**src/rtl/dtr_pkg.sv**
```systemverilog
package dtr_pkg;

  // Sizes of the vertex store
  localparam int MAX_VERTICES = 64;
  localparam int ROW_W        = 64;
  localparam int IDX_W        = 6;
  localparam int CNT_W        = 7;

  typedef logic [ROW_W-1:0] row_t;
  typedef logic [IDX_W-1:0] idx_t;
  typedef logic [CNT_W-1:0] cnt_t;

  // Vertex count in use: zero reads as one, large values saturate
  function automatic cnt_t active_count(cnt_t vc);
    cnt_t n;
    n = vc;
    if (vc == '0) begin
      n = cnt_t'(1);
    end else if (vc > cnt_t'(MAX_VERTICES)) begin
      n = cnt_t'(MAX_VERTICES);
    end
    return n;
  endfunction

  // Columns below n set
  function automatic row_t col_mask(cnt_t n);
    row_t m;
    if (n >= cnt_t'(ROW_W)) begin
      m = '1;
    end else begin
      m = (row_t'(1) << n) - row_t'(1);
    end
    return m;
  endfunction

endpackage

```
**src/rtl/dtr_row_unit.sv**
```systemverilog
module dtr_row_unit
  import dtr_pkg::*;
(
  input  row_t a,
  input  row_t b,
  input  row_t bit_vec,
  input  idx_t pos,
  input  row_t mask,
  output row_t y,
  output logic hit
);

  // Conditional row merge: y = (a | (bit_vec[pos] ? b : 0)) & mask
  assign hit = bit_vec[pos];
  assign y   = (a | (hit ? b : '0)) & mask;

endmodule

```
**config.mk**
```make
export PLATFORM = sky130hd
export DESIGN_NAME = dtr_row_unit
export DESIGN_NICKNAME = d
export VERILOG_FILES = /design/src/rtl/dtr_pkg.sv /design/src/rtl/dtr_row_unit.sv
export SDC_FILE = /design/constraint.sdc
export NUM_CORES = 1
export LEC_CHECK = 0
export ABC_AREA = 1
export BUFFER_PORTS_ARGS = -buffer_cell sky130_fd_sc_hd__buf_2
export CAP_MARGIN = 20
export CORE_AREA = 2 2 127 129
export DETAILED_ROUTE_END_ITERATION = 10
export DIE_AREA = 0 0 129 131
export PLACE_DENSITY = 0.53
export SYNTH_ARGS = -nofsm -noshare
export SYNTH_HDL_FRONTEND = slang
export SYNTH_SLANG_ARGS = --single-unit
```
**constraint.sdc**
```tcl
create_clock -name vclk -period 3.3
set_input_delay 0.165 -clock vclk [all_inputs]
set_output_delay 0.165 -clock vclk [all_outputs]
set_load 0.05 [all_outputs]
```
# After elaboration in Yosys (flattened, before gate mapping)

Index checks and enable logic that the tools add are counted.

Bits in registers: 0
Latch bits: 0
Memory bits (writable): 0
ROM bits: 0
Input port bits: 262
Output and inout port bits: 65
Logic and storage cells: 6
Memories: 0

Add/sub/neg operators: 0
$mul: 0
Div/mod/pow operators: 0
Order comparisons: 1
Equality and inequality tests: 0
Shift operators: 0
Mux-type cells: 3
Bitwise logic cells: 2
Reductions and logical operators: 0

Operator list:

| operator                                           | count |
|---|---|
| bitwise AND 64 bit                                 | 1 |
| two-way mux 64 bit                                 | 1 |
| bitwise OR 64 bit                                  | 1 |
| < comparator 6 x 7 -> 1 bit, second input constant | 1 |
| binary-select mux 1 bit (select 6 bit)             | 1 |
| two-way mux 1 bit                                  | 1 |

# Depth between registers and ports, before layout

Depth after elaboration: 5
Gate-level depth with buffers: 15
Mapped depth without buffers: 11

# Worst setup path after synthesis

No wires, ideal clock.

Kind: input-to-output
Start: input pos[1]
End: output y[54]
Data arrival time: 2.138 ns
Data required time: 3.135 ns
Path slack: 0.997 ns
Cell stages on the path: 13
Path through: buf_4 inv_2 buf_4 nand3_1 nand3_1 nand2_1 nand2_1 nand3_1 nand3_1 nand2_1 buf_2 nand2_1 a21oi_1

Word-level cells in the longest chain between the ends: 5

RTL lines:

| item                                    | RTL line           | source |
|---|---|---|
| from (decl)                             | dtr_row_unit.sv:7  | `input idx_t pos,` |
| binary-select mux 1 bit (select 6 bit)  | dtr_row_unit.sv:14 | `assign hit = bit_vec[pos];` |
| two-way mux 1 bit (implied by the code) | dtr_row_unit.sv:14 |  |
| via hit                                 | dtr_row_unit.sv:10 | `output logic hit` |
| two-way mux 64 bit                      | dtr_row_unit.sv:15 | `assign y = (a \| (hit ? b : '0)) & mask;` |
| bitwise OR 64 bit                       | dtr_row_unit.sv:15 |  |
| bitwise AND 64 bit                      | dtr_row_unit.sv:15 |  |
| to (decl)                               | dtr_row_unit.sv:9  | `output row_t y,` |

The timed path passes the listed nets, and every way through them passes these cells. The select of a mux whose other input is x is not followed.

# Worst setup path in the final report

Start: input pos[0]
End: output y[13]

Word-level cells in the longest chain between the ends: 5

RTL lines:

| item                                    | RTL line |
|---|---|
| binary-select mux 1 bit (select 6 bit)  | dtr_row_unit.sv:14 |
| two-way mux 1 bit (implied by the code) | dtr_row_unit.sv:14 |
| two-way mux 64 bit                      | dtr_row_unit.sv:15 |
| bitwise OR 64 bit                       | dtr_row_unit.sv:15 |
| bitwise AND 64 bit                      | dtr_row_unit.sv:15 |

Every way passes these cells. The select of a mux whose other input is x is not followed.

==> impl_metrics.tcl <==
set metrics [dict create \
    status "completed" \
    grt_overflow 0 \
    drv_slew 0 \
    syn_to_final_growth_pct 91.0 \
    period_share_pct 78.7 \
    dpl.hpwl_um 9520 \
    synth.top_cell.area_share_pct 25.5 \
    synth.most_common_cell "inv_1" \
    pwr-share-clk_pct 0 \
    clkbuf_count 0 \
    antenna_left 0 \
    holdBufCountCts 0 \
    setup_tns_ns 0 \
    crit_family "buffers and inverters" \
    slowest_stage "buf_2" \
    grt_max_degree 34 \
    synthTopCellsByArea "inv_1, nand2_1, nand3_1" \
    synth_common_cells "inv_1, nand2_1, nand3_1" \
    design_power_total_mw 0.681 \
    route.vias.total 3450 \
    fmax_mhz 385 \
    power_density_nw_per_um2 184 \
    num_rows 46 \
    syn_area_per_cell_sq_um 4.67 \
    track_usage_pct 10.5 \
    portBuffers 327 \
    drv_cap 0 \
    first_global_vias 3005 \
    leakagePower_nw 2.59 \
    crit_chain "buf_2, clkinv_4, nand2_1, nand3_1, nand3_1, nand2_1, nand2_1, nand3_1, nand3_1, nand2_2, buf_4, nand2_1, a21oi_1, buf_2" \
    ff_latch_area_sq_um 0 \
    drtIter0Drc 133 \
    via_per_inst 3.66 \
    critPathLaunchType "input port" \
    yosysSeqAreaShare_pct 0 \
    die_w_um 129 \
    hold_path.class "input port to primary output" \
    finalSetupViolCount 0 \
    min-delay-start "mask[5]" \
    final_nets 990 \
    ir_drop_uv 60.8 \
    critPathRequiredTime_ns 3.13 \
    io_pins 327 \
    synthCells 415 \
    fin_crit_ns 2.60 \
    cts_resized 0 \
    dieArea_sq_um 16900 \
    diodes 0 \
    final-hold-violation-count 0 \
    dr.pass1.iters 4 \
    drive_gt1_share_pct 51.2 \
    syn_area_sq_um 1940 \
    drc 0 \
    critPathKind "input port to primary output" \
    switchingPower_mw 0.448 \
    routed_wirelength_um 10600 \
    synth_cell_type_count 13 \
    max_slew_margin_pct 61.7 \
    die_y_um 131 \
    wire_per_inst_um 11.3 \
    start_util_pct 12.4 \
    synth_top_area_cell "inv_1" \
    min_to "y[5]" \
    swShare_pct 65.8 \
    whs_path_depth 4 \
    arrival_ns 2.43 \
    endpoint_kind "primary output" \
    synth-warning-count 0 \
    worst_pin_slew_ns 0.575 \
    crit_fanout 33 \
    p_comb_share_pct 100.0 \
    coreArea_sq_um 15600 \
    p_seq_share_pct 0 \
    path_buf_inv 4 \
    seq_cell_count 0 \
    synthesis.nets 677 \
    max_stage_delay_ns 0.46 \
    p_int_mw 0.233 \
    rsz0062_at_grt "no" \
    antenna_found_initial 0 \
    gp_congestion 0.773 \
    grt_pass1_wl_um 14300 \
    whs_ns 0.690 \
    cts_setup_buffers 0 \
]
## worst max-delay path by stage
| stage | start | to | slack, ns | depth (start not counted) |
|---|---|---|---|---|
| finish | pos[0] | y[13] | 0.70 | 14 |
| global placement | pos[0] | y[29] | 0.70 | 14 |
| detailed placement | pos[0] | y[29] | 0.65 | 14 |
| CTS | pos[0] | y[29] | 0.64 | 14 |
| floorplan | pos[1] | y[54] | 1.0 | 13 |
| global route | pos[0] | y[5] | 0.38 | 14 |
## power by group through the flow
stage                     logic [mW]  registers (mW)  clock network [mW]
after detailed placement       0.689               0                   0
final                          0.681               0                   0
after CTS                      0.692               0                   0
after global placement         0.688               0                   0
after global routing           0.747               0                   0
after floorplan                0.449               0                   0
## cells by family (layout without fill, tap and decap cells)
| logic type | after synthesis | count (layout) | synth area share, % |
|---|---|---|---|
| simple gates | 199 | 199 | 44.6 |
| buf+inv | 152 | 463 | 35.0 |
| compound gates | 64 | 64 | 20.4 |
## cell usage in the layout, fill, tap and decap left out
master / count
nand3_1: 54
inv_2: 1
clkinv_4: 1
nand2_1: 124
buf_4: 1
a21oi_1: 44
inv_1: 132
a21oi_2: 20
buf_2: 327
nand2_2: 21
buf_12: 1
## final cells by class
cell class | count | area (sq um)
Inverter | 134 | 508
Fill cell | 1823 | 11900
Tap cell | 216 | 270
Timing Repair Buffer | 329 | 1660
Multi-Input combinational cell | 263 | 1260
## per-layer routing
metal	GRT usage, %	vias to the layer above	wire, um
met1	12.8	1435	4270
li1	-	1835	-
met4	0.703	0	68
met2	20.4	176	5370
met3	1.26	4	906
met5	0	-	0
## through the flow
stage	utilization, %	instances	cell area [sq um]	setup slack, ns
5_1_grt	23.8	942	3700	0.375
3_3_place_gp	23.8	942	3700	0.697
6_report	23.8	942	3700	0.703
2_1_floorplan	-	415	1940	0.997
3_5_place_dp	23.8	942	3700	0.647
4_1_cts	23.8	942	3700	0.644
## worst min-delay path, delay by kind of cell
kind,cells,cell delay (ns)
AOI/OAI and AO/OA,1,0.03
buffers and inverters,3,0.33
Power figures use the tool's default switching activity.
