==> src/rtl/dtr_pkg.sv <==
package dtr_pkg;

  // Sizes of the vertex store
  localparam int MAX_VERTICES = 64;
  localparam int ROW_W        = 64;
  localparam int IDX_W        = 6;
  localparam int CNT_W        = 7;

  typedef logic [ROW_W-1:0] row_t;
  typedef logic [IDX_W-1:0] idx_t;
  typedef logic [CNT_W-1:0] cnt_t;

  // Vertex count in use: zero reads as one, large values saturate
  function automatic cnt_t active_count(cnt_t vc);
    cnt_t n;
    n = vc;
    if (vc == '0) begin
      n = cnt_t'(1);
    end else if (vc > cnt_t'(MAX_VERTICES)) begin
      n = cnt_t'(MAX_VERTICES);
    end
    return n;
  endfunction

  // Columns below n set
  function automatic row_t col_mask(cnt_t n);
    row_t m;
    if (n >= cnt_t'(ROW_W)) begin
      m = '1;
    end else begin
      m = (row_t'(1) << n) - row_t'(1);
    end
    return m;
  endfunction

endpackage

==> src/rtl/dtr_row_mem.sv <==
module dtr_row_mem
  import dtr_pkg::*;
(
  input  logic clk,
  input  logic we,
  input  idx_t waddr,
  input  row_t wdata,
  input  logic re,
  input  idx_t raddr,
  output row_t rdata
);

  row_t mem [MAX_VERTICES];
  row_t rdata_r;

  // One write port, one registered read port
  always_ff @(posedge clk) begin
    if (we) begin
      mem[waddr] <= wdata;
    end
    if (re) begin
      rdata_r <= mem[raddr];
    end
  end

  assign rdata = rdata_r;

endmodule

==> config.mk <==
export PLATFORM = sky130hd
export DESIGN_NAME = dtr_row_mem
export DESIGN_NICKNAME = d
export VERILOG_FILES = /design/src/rtl/dtr_pkg.sv /design/src/rtl/dtr_row_mem.sv
export SDC_FILE = /design/constraint.sdc
export NUM_CORES = 2
export LEC_CHECK = 0
export ABC_AREA = 0
export BUFFER_PORTS_ARGS = -buffer_cell sky130_fd_sc_hd__buf_2
export CAP_MARGIN = 25
export CORE_ASPECT_RATIO = 1.4
export CORE_MARGIN = 2
export CORE_UTILIZATION = 45
export DETAILED_ROUTE_END_ITERATION = 10
export PLACE_DENSITY = 0.66
export SYNTH_ARGS = -nofsm -noshare
export SYNTH_HDL_FRONTEND = slang
export SYNTH_SLANG_ARGS = --single-unit
==> constraint.sdc <==
create_clock -name clk -period 6.2 [get_ports clk]
set_input_delay 1.24 -clock clk [delete_from_list [all_inputs] [get_ports clk]]
set_output_delay 1.24 -clock clk [all_outputs]
set_load 0.03 [all_outputs]
### Yosys cells after proc, flatten, opt, wreduce, memory -nomap -nowiden

Memories as Yosys holds them, arrays and structs flattened. A register that Yosys moved wholly into a read port is not among the register bits.
Cells that the tools add are included.

* register bits after elaboration: 0
* latch bits: 0
* memory bits (writable): 4096
* bits in read-only memories: 0
* bits of input ports: 79
* output and inout port bits: 64
* memories: 1

* $add $sub $neg: 0
* multipliers: 0
* divide/modulo/power cells: 0
* order comparisons: 0
* equality and inequality tests: 0
* shift-type cells: 0
* muxes and demuxes: 2
* bitwise logic cells: 0
* reductions and logical operators: 0

Memories
* mem: words 64, width 64, rd ports 1, clocked after Yosys merged registers in 1, write ports 1, RTL line dtr_row_mem.sv:13 `row_t mem [MAX_VERTICES];`

Operators by type and width (number)
* $mux W1: 2

### Logic depth before layout (Yosys ltp)

* depth after elaboration: 2
* mapped depth: 9

### Least setup slack after synthesis

No wires, ideal clock.

* kind: in2reg
* start point: input port waddr[3]
* end point: memory mem[48][0] (netlist name), enable pin
* library setup time: 0.564 ns
* arrival time: 6.112 ns
* required time: 5.636 ns
* setup slack: -0.476 ns
* cell stages on the path: 4
* cells stage by stage: clkbuf_1 -> nor2b_1 -> nand4b_1 -> nor3_1

RTL lines
* start: declaration: RTL line dtr_row_mem.sv:6 `input idx_t waddr,`
* end: declaration: RTL line dtr_row_mem.sv:13

Straight into the memory's write port.

==> load_flow_metrics.sql <==
INSERT INTO impl_metrics (metric_group, metric, value, unit) VALUES
('cells_and_area', 'nets', '7097', ''),
('setup_path', 'worstSetupStartpointType', 'input port', ''),
('sta', 'period_share', '0.5731', ''),
('cells_and_area', 'synth_to_final_area_change', '12.97', '%'),
('logic_synthesis', 'syn_area_per_cell', '23.79', 'sq um'),
('cells_and_area', 'finalCoreUtilization', '0.5108', ''),
('cts', 'cts_buffers', '359', ''),
('detailed_routing', 'dr.pass1.iters', '6', ''),
('detailed_routing', 'detail_route.drc_violations', '0', ''),
('global_routing', 'antenna_found_initial', '51', ''),
('outcome', 'status', 'finished, final reports clean', ''),
('cts', 'tritoncts_clock_tree', 'built', ''),
('detailed_routing', 'drt-wirelength-per-cell', '35.74', 'um'),
('placement', 'finalWeightedCongestion', '0.7866', ''),
('sta', 'worst_pin_slew', '1.114', 'ns'),
('cts', 'clock_sinks', '4160', ''),
('die', 'chipWidth', '503.2', 'um'),
('global_routing', 'wire_length_of_the_first_global_routing_pass', '592900', 'um'),
('cts', 'clkLatencyLatePin', '0.91', 'ns'),
('sta', 'fmax', '281.5', 'MHz'),
('cts', 'post_cts.repair.setup_buffers', '0', ''),
('setup_path', 'timing.critical_path.required', '6.86', 'ns'),
('placement', 'port_buffers', '142', ''),
('sta', 'report.final.slew_viol_count', '0', ''),
('setup_path', 'critical-path-top-delay-family', 'buffers and inverters', ''),
('detailed_routing', 'vias_per_cell', '6.330', ''),
('die', 'standard_cell_row_count', '256', ''),
('die', 'design.die.area', '353700', 'sq um'),
('setup_path', 'cp_cell_sequence', 'buf_12, buf_12, buf_12, mux4_2, mux2i_1, nand2_1, a41oi_1, a211oi_1', ''),
('sta', 'final_period_minus_worst_setup_slack', '3.553', 'ns'),
('setup_path', 'critical_path.slowest_cell', 'sky130_fd_sc_hd__buf_12', ''),
('placement', 'post-dp-hpwl', '228500', 'um'),
('cells_and_area', 'post_route_cells_drive_above_1_share', '0.2819', ''),
('setup_path', 'setup.worst_path.end_class', 'flip-flop', ''),
('logic_synthesis', 'synthDistinctLibCells', '32', ''),
('global_routing', 'track_usage', '0.2400', ''),
('sta', 'report.final.hold_viol_count', '0', ''),
('cts', 'cts_hold_buf', '0', ''),
('min_path', 'number_of_instances_on_the_worst_hold_path', '1', ''),
('cts', 'h-tree-depth', '5', ''),
('detailed_routing', 'detail-route-antenna-nets', '0', ''),
('cts', 'post_cts_resized', '0', ''),
('logic_synthesis', 'synth_area', '157000', 'sq um'),
('cells_and_area', 'layout.cells.most_common', 'sky130_fd_sc_hd__edfxtp_1', ''),
('pwr', 'worst_ir_drop_vdd', '0.2117', 'mV'),
('global_routing', 'grt-ovfl-total', '0', ''),
('setup_path', 'cpMostUsedCell', 'sky130_fd_sc_hd__buf_12', ''),
('die', 'num_io_pins', '143', ''),
('setup_path', 'path_max_fanout', '100', ''),
('global_routing', 'pin_count_of_the_biggest_net_entering_global_routing', '101', ''),
('job', 'max_cap_viol_count', '0', ''),
('sta', 'fin_setup_tns', '0', 'ns'),
('pwr', 'static-leakage-power', '0.05459', 'uW'),
('sta', 'final.setup_skew', '0.05461', 'ns'),
('die', 'effective_utilization_at_floorplan', '0.4521', ''),
('setup_path', 'ff2ff_path_depth', '5', ''),
('die', 'die-height', '702.9', 'um'),
('logic_synthesis', 'syn_nets', '6677', ''),
('setup_path', 'cp.depth', '8', ''),
('sta', 'rsz0062_at_grt', 'false', ''),
('sta', 'setup_viol', '0', ''),
('logic_synthesis', 'seq_area_frac_synth', '0.7957', ''),
('cells_and_area', 'final_cell_mix', '4160 x sky130_fd_sc_hd__edfxtp_1, 1024 x sky130_fd_sc_hd__mux4_2, 364 x sky130_fd_sc_hd__clkbuf_16', ''),
('pwr', 'pd_cells', '316.4', 'nW/um^2'),
('die', 'placeable_core_area', '347200', 'sq um'),
('setup_path', 'worst-setup-path-type', 'in2reg', ''),
('detailed_routing', 'totalWireLength', '427400', 'um'),
('sta', 'maxSlewHeadroom', '0.2557', ''),
('detailed_routing', 'dr_total_vias', '75710', ''),
('logic_synthesis', 'synthCells', '6598', ''),
('detailed_routing', 'drt_iter0_markers', '10090', ''),
('cts', 'ctsLongestPathBuffers', '4', ''),
('logic_synthesis', 'synth_warnings', '0', ''),
('global_routing', 'grt_pass1_vias', '76150', ''),
('setup_path', 'worst_ep_arrival_time', '4.22', 'ns'),
('setup_path', 'slowest_stage_delay_cp', '0.62', 'ns'),
('min_path', 'hold_path_class', 'in2reg', ''),
('cts', 'root_buffer', 'sky130_fd_sc_hd__clkbuf_16', ''),
('setup_path', 'timing.critical_path.buf_inv', '3', ''),
('logic_synthesis', 'count_of_state_elements_after_synthesis', '4160', ''),
('cts', 'clkTransAtPathRegs', '0.07', 'ns');
per-stage QoR:
| stage | hold slack (ns) | setup WS, ns | cells | power, uW | instance area [sq um] |
|---|---|---|---|---|---|
| 2_1_floorplan | 0.8648 | 0.9297 | 6598 | 33390 | 157000 |
| 4_1_cts | 0.8659 | 2.662 | 11910 | 56340 | 176800 |
| 6_report | 0.5757 | 2.647 | 11960 | 56110 | 177400 |
| 3_3_place_gp | 0.8839 | 1.646 | 11270 | 34520 | 165400 |
| 3_5_place_dp | 0.8897 | 1.625 | 11270 | 34580 | 165500 |
| 5_1_grt | 0.5548 | 2.545 | 11950 | 57480 | 177300 |
Yosys cell counts:
| cell type | count | area, sq um |
|---|---|---|
| sky130_fd_sc_hd__edfxtp_1 | 4160 | 124900 |
| sky130_fd_sc_hd__mux4_2 | 1024 | 23060 |
| sky130_fd_sc_hd__buf_2 | 170 | 850.8 |
| sky130_fd_sc_hd__a22oi_1 | 168 | 1261 |
| sky130_fd_sc_hd__clkbuf_1 | 140 | 525.5 |
| sky130_fd_sc_hd__mux2i_1 | 135 | 1351 |
| sky130_fd_sc_hd__nor2_1 | 112 | 420.4 |
| sky130_fd_sc_hd__a22o_1 | 88 | 770.7 |
| sky130_fd_sc_hd__o22ai_1 | 83 | 519.3 |
| sky130_fd_sc_hd__and3_1 | 64 | 400.4 |
| sky130_fd_sc_hd__a211oi_1 | 63 | 473.0 |
| sky130_fd_sc_hd__nand2_1 | 58 | 217.7 |
| sky130_fd_sc_hd__nand3_1 | 45 | 225.2 |
| sky130_fd_sc_hd__o221ai_1 | 38 | 332.8 |
| sky130_fd_sc_hd__buf_4 | 34 | 255.2 |
| sky130_fd_sc_hd__or3_1 | 29 | 181.4 |
| sky130_fd_sc_hd__nor2b_1 | 28 | 175.2 |
| sky130_fd_sc_hd__or2_2 | 28 | 175.2 |
| sky130_fd_sc_hd__a41oi_1 | 26 | 227.7 |
| sky130_fd_sc_hd__buf_1 | 20 | 75.07 |
| sky130_fd_sc_hd__a2bb2oi_1 | 19 | 166.4 |
| sky130_fd_sc_hd__inv_1 | 19 | 71.32 |
| sky130_fd_sc_hd__a31oi_1 | 18 | 112.6 |
| sky130_fd_sc_hd__nand2b_1 | 11 | 68.82 |
| sky130_fd_sc_hd__buf_6 | 6 | 67.56 |
| sky130_fd_sc_hd__and2_1 | 3 | 18.77 |
| sky130_fd_sc_hd__nand3b_1 | 2 | 15.01 |
| sky130_fd_sc_hd__nand4_1 | 2 | 12.51 |
| sky130_fd_sc_hd__nor3_1 | 2 | 10.01 |
| sky130_fd_sc_hd__a31o_1 | 1 | 8.760 |
| sky130_fd_sc_hd__nand4b_1 | 1 | 8.760 |
| sky130_fd_sc_hd__or3b_2 | 1 | 8.760 |
per-layer routing:
layer	up-vias	track usage	share of wire
met5	-	0	0.00036
met4	24	0.08772	0.040
met3	814	0.03782	0.088
met2	4270	0.4110	0.51
met1	41240	0.3105	0.36
li1	29360	-	-
power by group:
group	leakage, uW	internal, uW	total, uW	switching [uW]
Sequential	0.0375	31200	31300	104
Combinational	0.0117	1010	2700	1690
Clock	0.00543	12100	22100	10100
sequential cells by signal, indices dropped and copies added, names as in the netlist:
| name | cells |
|---|---|
| mem | 4096 |
| rdata | 64 |
path summary, 6_finish.rpt:
kind,startpoint,slack [ns],endpoint
max,raddr[0],2.65,rdata[19]
min,wdata[19],0.58,mem[27][19]
max reg2reg,mem[11][0],4.01,rdata[0]
min reg2reg,mem[36][16],0.87,rdata[16]
area by class of cell:
cell class	count	area (sq um)
timing repair buffer	429	4405
clock inverter	212	1957
inverter	19	71.32
clock buffer	427	9345
multi-input combinational	2049	30790
antenna	21	52.55
fill	26610	169900
sequential	4160	124900
tap	4644	5811
worst reg2reg max path: cells and delay by family (launching register included):
kind | cells | cell delay, ns
flip-flops | 1 | 0.37
multiplexers | 1 | 0.47
AO/OA/AOI/OAI | 2 | 0.76
AND/OR/NAND/NOR | 2 | 0.36
kinds of logic after synthesis:
logic type	after synthesis	share of synthesized area
buffers and inverters	389	0.01176
DFF	4160	0.7957
AOI/OAI and AO/OA	504	0.02467
and+or+nand+nor	386	0.01235
muxes	1159	0.1555
Note: power is estimated with default switching activity, not from simulation.
